--- src/rtl/stbs_pkg.sv ---
// shared types and constants for the sorted table search core
// used by the other rtl files of the block except stbs_fifo; depends on nothing
`timescale 1ns / 1ps

package stbs_pkg;

	localparam int TABLE_DEPTH = 1024;
	localparam int VALUE_W     = 32;
	localparam int POS_W       = 10;
	localparam int OP_W        = 2;

	localparam logic [OP_W-1:0] OP_CLEAR  = 2'd0;
	localparam logic [OP_W-1:0] OP_APPEND = 2'd1;
	localparam logic [OP_W-1:0] OP_SEARCH = 2'd2;

	typedef enum logic [1:0] {
		CMD_CLEAR,
		CMD_APPEND,
		CMD_SEARCH,
		CMD_NOP
	} cmd_kind_t;

	typedef struct packed {
		cmd_kind_t                  kind;
		logic signed [VALUE_W-1:0] value;
	} cmd_t;

	typedef struct packed {
		logic             found;
		logic [POS_W-1:0] position;
		logic             rejected;
	} res_t;

endpackage

--- src/rtl/stbs_fifo.sv ---
// two-entry queue with full/empty flags, used between stages
// depends on nothing
`timescale 1ns / 1ps

module stbs_fifo #(
	parameter int WIDTH = 8
) (
	input  logic             clk,
	input  logic             arst_n,
	input  logic             push,
	input  logic [WIDTH-1:0] din,
	output logic             full,
	input  logic             pop,
	output logic [WIDTH-1:0] dout,
	output logic             empty
);

	logic [WIDTH-1:0] slot_q [2];
	logic             wr_ptr_q;
	logic             rd_ptr_q;
	logic [1:0]       count_q;
	logic             do_push;
	logic             do_pop;

	assign full    = (count_q == 2'd2);
	assign empty   = (count_q == 2'd0);
	assign do_push = push && !full;
	assign do_pop  = pop && !empty;
	assign dout    = slot_q[rd_ptr_q];

	always_ff @(posedge clk or negedge arst_n) begin
		if (!arst_n) begin
			wr_ptr_q <= 1'b0;
			rd_ptr_q <= 1'b0;
			count_q  <= 2'd0;
		end else begin
			if (do_push)
				wr_ptr_q <= !wr_ptr_q;
			if (do_pop)
				rd_ptr_q <= !rd_ptr_q;
			if (do_push && !do_pop)
				count_q <= count_q + 2'd1;
			else if (do_pop && !do_push)
				count_q <= count_q - 2'd1;
		end
	end

	always_ff @(posedge clk) begin
		if (do_push)
			slot_q[wr_ptr_q] <= din;
	end

endmodule

--- src/rtl/stbs_front.sv ---
// front end: takes items, classifies the operation code, queues commands
// depends on stbs_pkg and stbs_fifo
`timescale 1ns / 1ps

module stbs_front (
	input  logic                                  clk,
	input  logic                                  arst_n,
	input  logic                                  push,
	output logic                                  full,
	input  logic [stbs_pkg::OP_W-1:0]             operation,
	input  logic signed [stbs_pkg::VALUE_W-1:0]   value,
	input  logic                                  cmd_pop,
	output logic                                  cmd_valid,
	output stbs_pkg::cmd_t                        cmd
);

	stbs_pkg::cmd_t cmd_in;
	logic           cmd_empty;

	always_comb begin
		cmd_in.value = value;
		unique case (operation)
			stbs_pkg::OP_CLEAR:  cmd_in.kind = stbs_pkg::CMD_CLEAR;
			stbs_pkg::OP_APPEND: cmd_in.kind = stbs_pkg::CMD_APPEND;
			stbs_pkg::OP_SEARCH: cmd_in.kind = stbs_pkg::CMD_SEARCH;
			default:             cmd_in.kind = stbs_pkg::CMD_NOP;
		endcase
	end

	stbs_fifo #(
		.WIDTH($bits(stbs_pkg::cmd_t))
	) u_cmd_fifo (
		.clk   (clk),
		.arst_n(arst_n),
		.push  (push),
		.din   (cmd_in),
		.full  (full),
		.pop   (cmd_pop),
		.dout  (cmd),
		.empty (cmd_empty)
	);

	assign cmd_valid = !cmd_empty;

endmodule

--- config.mk ---
export PLATFORM = sky130hd
export DESIGN_NAME = stbs_front
export DESIGN_NICKNAME = d
export VERILOG_FILES = /design/src/rtl/stbs_pkg.sv /design/src/rtl/stbs_fifo.sv /design/src/rtl/stbs_front.sv
export SDC_FILE = /design/constraint.sdc
export NUM_CORES = 1
export LEC_CHECK = 0
export BUFFER_PORTS_ARGS = -buffer_cell sky130_fd_sc_hd__buf_2
export CAP_MARGIN = 20
export CORE_UTILIZATION = 47
export DETAILED_ROUTE_END_ITERATION = 12
export PLACE_DENSITY_LB_ADDON = 0.08
export REMOVE_ABC_BUFFERS = 1
export SLEW_MARGIN = 40
export SYNTH_ARGS = -nofsm -noshare
export SYNTH_HDL_FRONTEND = slang
export SYNTH_SLANG_ARGS = --single-unit
--- constraint.sdc ---
create_clock -name clk -period 2.61 [get_ports clk]
set_input_delay 0.522 -clock clk [delete_from_list [all_inputs] [get_ports clk]]
set_output_delay 0.522 -clock clk [all_outputs]
set_load 0.1 [all_outputs]
# Word level (Yosys, flattened, before mapping)
# Memories as Yosys holds them, arrays and structs flattened.
# Index checks and enable logic that the tools add are counted.
[word_totals]
register_bits = 4
ramBits = 68
in_bits = 38
out_inout_bits = 36
elab_cells = 27
memories = 1
[mem_list]
columns = ["name", "words", "word_bits", "rd", "rd_clocked_by_memory_dff", "wr", "line", "text"]
rows = [
  ["u_cmd_fifo.slot_q", 2, 34, 1, 0, 1, "stbs_fifo.sv:18", "logic [WIDTH-1:0] slot_q [2];"],
]
[classes]
n_addsub = 2
eq_ne = 3
n_mux = 5
n_reduce_logical = 13
[ops]
columns = ["cell", "n"]
rows = [
  ["1-bit zero test", 6],
  ["2-bit one-hot mux with 3 select lines", 1],
  ["2-bit equality test, second input constant", 2],
  ["1-bit logical AND", 4],
  ["2-bit zero test", 2],
  ["2-bit two-way mux", 2],
  ["2-bit by 1-bit adder with 2-bit output, second input constant", 1],
  ["2-bit by 1-bit equality test with 1-bit output, second input constant", 1],
  ["1-bit two-way mux", 2],
  ["2-bit nonzero test", 1],
  ["2-bit by 1-bit subtractor with 2-bit output, second input constant", 1],
]

# Longest topological paths before layout
# Gate-level depths: netlist of the first run.
[logic_depth]
word_depth = 7
ltp_mapped = 7
mapped_depth_nobuf = 7

# Modules after synthesis
# A second synthesis of the first run with hierarchy kept.
[unflattened]
cells_unflattened = 128
area_unflattened_um2 = 2812.7
[modules_own_cells]
columns = ["mod", "instances", "cells_each", "area_each_um2"]
rows = [
  ["stbs_fifo", 1, 125, 2801.4],
  ["stbs_front", 1, 3, 11.3],
]

# Least setup slack after synthesis of the first run
# OpenSTA, ideal clock, no wires.
[synth_timing]
kind = "register -> register"
start = "reg u_cmd_fifo.count_q[0]"
end = "mem u_cmd_fifo.slot_q[0][0] in the netlist's numbering (enable)"
setup_time_ns = 0.425
arrival_time_ns = 2.060
required_ns = 2.185
setup_slack_ns = 0.125
stages_incl_launch_ff = 4
cell_sequence = "dfrtp_1 nand2b_1 nand2_1 nor2_1"
[synth_between]
elab_chain_len = 5
[synth_rtl]
columns = ["element", "line", "text"]
rows = [
  ["start: declaration", "stbs_fifo.sv:21", "logic [1:0] count_q;"],
  ["start signal: assignment", "stbs_fifo.sv:42", "count_q <= count_q + 2'd1;"],
  ["start signal: assignment", "stbs_fifo.sv:44", "count_q <= count_q - 2'd1;"],
  ["2-bit equality test", "stbs_fifo.sv:25", "assign full = (count_q == 2'd2);"],
  ["1-bit zero test", "stbs_fifo.sv:27", "assign do_push = push && !full;"],
  ["1-bit logical AND", "stbs_fifo.sv:27", ""],
  ["1-bit two-way mux", "stbs_fifo.sv:49", "if (do_push)"],
  ["1-bit two-way mux (implied by the code)", "stbs_fifo.sv:50", "slot_q[wr_ptr_q] <= din;"],
  ["end: declaration", "stbs_fifo.sv:18", ""],
]
# No other way between the ends.

==> results_dict.tcl, run 1 <==
set metrics [dict create \
    status "complete, no violations" \
    hold_path.class "in2reg" \
    cp_max_fo 18 \
    crit_buf_inv 2 \
    grt_pass1_wl_mm 6.76 \
    critical_path_class "reg2out" \
    maxSlewHeadroom_pct 66.2 \
    grt_usage_pct 15.3 \
    rsz0062_at_grt "false" \
    drv_cap 0 \
    nFillCells 437 \
    htreeDepth 3 \
    vias 1373 \
    syn-cell-area_sq_um 2810 \
    cts_resized 0 \
    initial_utilization_pct 49.9 \
    yosys_register_bits 72 \
    rr_endpoint "u_cmd_fifo.slot_q[1][24]" \
    worstSetupStartpointType "flip-flop" \
    drtAntennaViolNets 0 \
    drv_slew 0 \
    place.gp.congestion 0.619 \
    post_cts_buffers 0 \
    hold_end "u_cmd_fifo.slot_q[0][21]" \
    clock_path_buffers 2 \
    avgRoutedWirePerCell_um 14.9 \
    drive_gt1_share_pct 59.3 \
    dp_hpwl_mm 2.96 \
    critPathMaxStageDelay_ps 380 \
    setup_tns_ps 0 \
    firstDrtPassIters 3 \
    path_cells "buf_4 > mux2_2 > buf_2" \
    io_pins 74 \
    diodes 0 \
    rows 27 \
    port-buffer-count 73 \
    setup_violations 0 \
    routed_wl_mm 4.29 \
    grt_pass1_vias 1450 \
    cts_buffers 9 \
    fin_nets 250 \
    clock_skew_ps 5.92 \
    avgSynthCellArea_sq_um 22.1 \
    dieArea_sq_um 6300 \
    rr_worst_depth 3 \
    die_w_um 79.4 \
    hold_depth 1 \
    grt_max_degree 19 \
    mostFrequentLayoutCell "buf_2" \
    final_hold_viol_count 0 \
    cpMaxStageDelayCell "mux2_2" \
    gr-total-overflow 0 \
    ys_warn_count 0 \
    rr_startpoint "u_cmd_fifo.count_q[0]" \
    ys_seq_area_share_pct 76.2 \
    crit_required_ps 2090 \
    final_cell_mix "buf_2 (73), edfxtp_1 (68), mux2_4 (29)" \
    cp_top_family "buffers and inverters" \
    reg2reg_slack_ps 1020 \
    syn-instance-count 127 \
    clk_latency_ps 330 \
    fin_crit_sh_pct 83.9 \
    coreArea_sq_um 5640 \
    avgViaCountPerCell 4.77 \
    cts.sinks 72 \
    synthDistinctLibCells 17 \
    final.min_clock_period_ps 2190 \
    worstMarginPinSlew_ps 510 \
    clkTransAtPathRegs_ps 70 \
    cp.arrival_ps 1670 \
    critPathCaptureType "output pin" \
    tritoncts "built" \
    max_freq_ghz 0.457 \
    drt_iter0_markers 49 \
    clockRootBuffer "clkbuf_8" \
    area_growth_pct 21.4 \
    dieHeight_um 79.4 \
    antenna_found_initial 0 \
    worstHoldStart "value[21]" \
    remaining_drc_errors 0 \
]
flip-flops by register name, summed over array words and instances (netlist names):
name                 flops
u_cmd_fifo.count_q       2
u_cmd_fifo.slot_q       68
u_cmd_fifo.wr_ptr_q      1
u_cmd_fifo.rd_ptr_q      1
per-stage QoR:
stage | hold slack, ps | instances | cell area [sq um] | util, % | worst slack, ps
after floorplan | 226 | 121 | 2730 | - | 27.8
after global placement | 336 | 271 | 3250 | 57.6 | 789
after detailed placement | 336 | 271 | 3250 | 57.6 | 761
after CTS | 356 | 288 | 3410 | 60.5 | 385
after global routing | 354 | 288 | 3410 | 60.5 | 345
final | 375 | 288 | 3410 | 60.5 | 419
synthesized netlist by cell type, drive strengths merged:
| cell | number | area share (%) |
|---|---|---|
| xor2 | 2 | 0.62 |
| mux2 | 34 | 17 |
| or2 | 1 | 0.22 |
| and3 | 1 | 0.22 |
| xnor2 | 3 | 0.93 |
| nand2 | 2 | 0.36 |
| nand2b | 1 | 0.22 |
| ha | 1 | 0.44 |
| inv | 2 | 0.27 |
| edfxtp | 68 | 73 |
| clkbuf | 2 | 0.27 |
| nor2 | 2 | 0.27 |
| dfrtp | 4 | 3.6 |
| buf | 4 | 2.5 |
worst max-delay path by stage:
stage	to	depth (start not counted)	start	slack (ps)
floorplan	cmd[20]	1	u_cmd_fifo.rd_ptr_q	30
global placement	cmd[28]	3	u_cmd_fifo.rd_ptr_q	790
detailed placement	cmd[27]	3	u_cmd_fifo.rd_ptr_q	760
CTS	cmd[27]	3	u_cmd_fifo.rd_ptr_q	380
global route	cmd[28]	3	u_cmd_fifo.rd_ptr_q	350
finish	cmd[27]	3	u_cmd_fifo.rd_ptr_q	420
repair_timing:
item	4_1_cts	5_1_grt
endpoints found under the hold margin	4	0
endpoints found under the setup margin	0	0
hold buffers	1	0
layout make-up:
type / count / area [sq um] / area share, %
Sequential cell: 72 / 2140 / 62.8
Tap cell: 72 / 90.1 / 2.64
Clock inverter: 6 / 26.3 / 0.770
Timing Repair Buffer: 79 / 425 / 12.5
Multi-Input combinational cell: 47 / 593 / 17.4
Inverter: 2 / 7.51 / 0.220
Clock buffer: 10 / 128 / 3.74
cells by family after synthesis:
group	synth area share, %
xor gates and xnor gates	1.56
muxes	17.5
buffers and inverters	3.07
and+or+nand+nor	1.29
DFF	76.2
adders and majority gates	0.445
routing by layer:
metal,wire length (um),track usage [%],share of wire (%)
met3,283,5.63,6.6
met1,1700,17.3,40
met5,0,0,0
met4,92,8.91,2.1
met2,2210,24.7,51
Power of run 1 is left out: the tool's default activity adds up to more than one toggle a clock period on the data nets, which glitch-free logic cannot reach.
==> run 2, diff against run 1 <==
Settings changed: ABC_AREA set to 1, CORE_UTILIZATION 47 to 46.
Clock period 2.61 ns to 1.8 ns, I/O delays scaled along.
==> run 2 against run 1 <==
Effect of this change:
- cell count increased by 32%
- wire length increased by 20%
- critical endpoint is now cmd[16]
- via count increased by 31%
- first-iteration DRC count increased to 2.6 times the previous value
- count of clock-buffer cells in the layout unchanged
- critical path depth increased by 3
- highest routed layer unchanged
- design area increased by 20%
- synthesized cell count increased by 66%
==> results_dict.tcl, run 2 <==
set metrics [dict create \
    syn-instance-count 211 \
    path_cells "buf_6 > inv_8 > buf_8 > nand2_1 > nand2_2 > buf_12" \
    placed_area_sq_um 3700 \
    htreeDepth 3 \
    clkTransAtPathRegs_ps 70 \
    critPathMaxStageDelay_ps 430 \
    cts.sinks 72 \
    worstMarginPinSlew_ps 483 \
    netlist.area_leader.share_pct 74.3 \
    yosys-top-cells-count "nand2_1 (110), edfxtp_1 (68), inv_1 (6)" \
    worstSetupStartpointType "flip-flop" \
    synthArstFlopShare_pct 5.56 \
    grt_pass1_vias 1620 \
    synth_flop_cell "edfxtp_1" \
    yosys_register_bits 72 \
    largest_reg_flops 68 \
    crit_required_ps 1440 \
    drv_slew 0 \
    cpMaxStageDelayCell "dfrtp_2" \
    rows 27 \
    max_freq_ghz 0.558 \
    cp_top_family "buffers and inverters" \
    drv_cap 0 \
    port-buffer-count 73 \
    io_pins 74 \
    fin_crit_sh_pct 99.5 \
    pre_cts_slack_ps 267 \
    grt_usage_pct 16.6 \
    grt_max_degree 36 \
    cp.arrival_ps 1430 \
    clk_latency_ps 320 \
    area_growth_pct 49.3 \
    maxSlewHeadroom_pct 68.0 \
    fin_nets 343 \
    gr-total-overflow 0 \
    fin_area_sq_um 4100 \
    reg_top3 "u_cmd_fifo.slot_q (68), u_cmd_fifo.count_q (2)" \
    firstDrtPassIters 4 \
    cts_buffers 9 \
    dieHeight_um 79.3 \
    avgViaCountPerCell 4.72 \
    status "complete, no violations" \
    hold_path.class "in2reg" \
    grt_pass1_wl_mm 7.41 \
    syn-cell-area_sq_um 2750 \
    die_w_um 79.3 \
    clock_path_buffers 2 \
    initial_utilization_pct 48.7 \
    clock_skew_ps 5.00 \
    synthTopCellsByArea "edfxtp_1 (74%), nand2_1 (15%), dfrtp_1 (3.6%), buf_6 (1.6%), buf_4 (0.82%)" \
    diodes 0 \
    synth-edff-count 68 \
    drtAntennaViolNets 0 \
    ys_warn_count 0 \
    avgSynthCellArea_sq_um 13.0 \
    final.min_clock_period_ps 1790 \
    routed_wl_mm 5.14 \
    coreArea_sq_um 5640 \
    fin_ws_ps 8.22 \
    ys_seq_area_share_pct 78.0 \
    regMostFlops "u_cmd_fifo.slot_q" \
    synthDistinctLibCells 18 \
    dp_hpwl_mm 3.21 \
    drt_iter0_markers 127 \
    synth_top_area_cell "edfxtp_1" \
    final_cell_mix "nand2_1 (91), edfxtp_1 (68), buf_2 (38)" \
    rsz0062_at_grt "true" \
    remaining_drc_errors 0 \
    mostFrequentLayoutCell "nand2_1" \
    cp_max_fo 8 \
    critPathCaptureType "output pin" \
    avgRoutedWirePerCell_um 13.5 \
    tritoncts "built" \
    critical_path_class "reg2out" \
    clockRootBuffer "clkbuf_8" \
    final_hold_viol_count 0 \
    vias 1798 \
    setup_violations 0 \
    place.gp.congestion 0.742 \
    yosysMostFrequentCell "nand2_1" \
    dieArea_sq_um 6290 \
    drive_gt1_share_pct 42.7 \
    antenna_found_initial 0 \
    crit_buf_inv 4 \
]
run 2: cell types whose count changed in the layout (fill, tap and decap cells not counted), moves of 3 or more:
cell     delta
buf_4       +7
nand2_1    +90
mux2_4     -29
buf_6       +3
inv_1       +4
nand2_2    +21
buf_2      -35
buf_12     +35
mux2_2      -5
run 2: worst paths after layout:
| kind | cells after the start | slack, ps | start | end |
|---|---|---|---|---|
| max in group asynchronous | 2 | 1290 | arst_n | u_cmd_fifo.rd_ptr_q |
| min in group asynchronous | 2 | 370 | arst_n | u_cmd_fifo.count_q[1] |
| worst min-delay path | 1 | 220 | value[22] | u_cmd_fifo.slot_q[0][22] |
| worst min register to register | 2 | 480 | u_cmd_fifo.count_q[1] | u_cmd_fifo.count_q[1] |
| worst max-delay path | 6 | 8 | u_cmd_fifo.rd_ptr_q | cmd[16] |
| worst max register to register | 4 | 360 | u_cmd_fifo.count_q[1] | u_cmd_fifo.slot_q[1][18] |
run 2: logic make-up after synthesis:
logic type	after synthesis	share of synthesized area, %
AND/OR/NAND/NOR	119	17.1
buffers and inverters	17	4.01
AO/OA/AOI/OAI	1	0.182
adder cells (fa/ha/maj)	1	0.455
XOR/XNOR	1	0.319
flip-flops	72	78.0
run 2: layout make-up:
type                            instances  area (sq um)
Sequential cell                        72          2140
Multi-Input combinational cell        122           551
Fill cell                             362          1540
Timing Repair inverter                  1          11.3
Inverter                                8          42.5
Clock buffer                           10           128
Tap cell                               72          90.1
Timing Repair Buffer                   90          1050
Clock inverter                          6          83.8
run 2: through the flow:
stage / TNS, ps / instances / hold WS, ps / utilization, %
floorplan: -46180 / 202 / 64.4 / -
global placement: 0 / 354 / 176 / 65.6
detailed placement: 0 / 354 / 175 / 65.6
CTS: 0 / 371 / 202 / 69.8
global route: -291 / 381 / 198 / 72.7
finish: 0 / 381 / 216 / 72.7
run 2: timing repair:
item | 4_1_cts | 5_1_grt
endpoints found under the hold margin | 4 | 0
setup buffers | 0 | 9
gates cloned | 0 | 1
gates resized for setup | 8 | 24
endpoints found under the setup margin | 35 | 34
pin swaps | 0 | 2
hold buffers | 1 | 0
run 2: per-layer routing:
| layer | global-route usage, % | routed length, um | up-vias |
|---|---|---|---|
| met5 | 0 | 0 | - |
| met4 | 9.27 | 56 | 0 |
| met3 | 4.02 | 259 | 4 |
| met2 | 27.6 | 2710 | 55 |
| met1 | 19.6 | 2110 | 852 |
| li1 | - | - | 887 |
Power of run 2 is left out for the same reason.
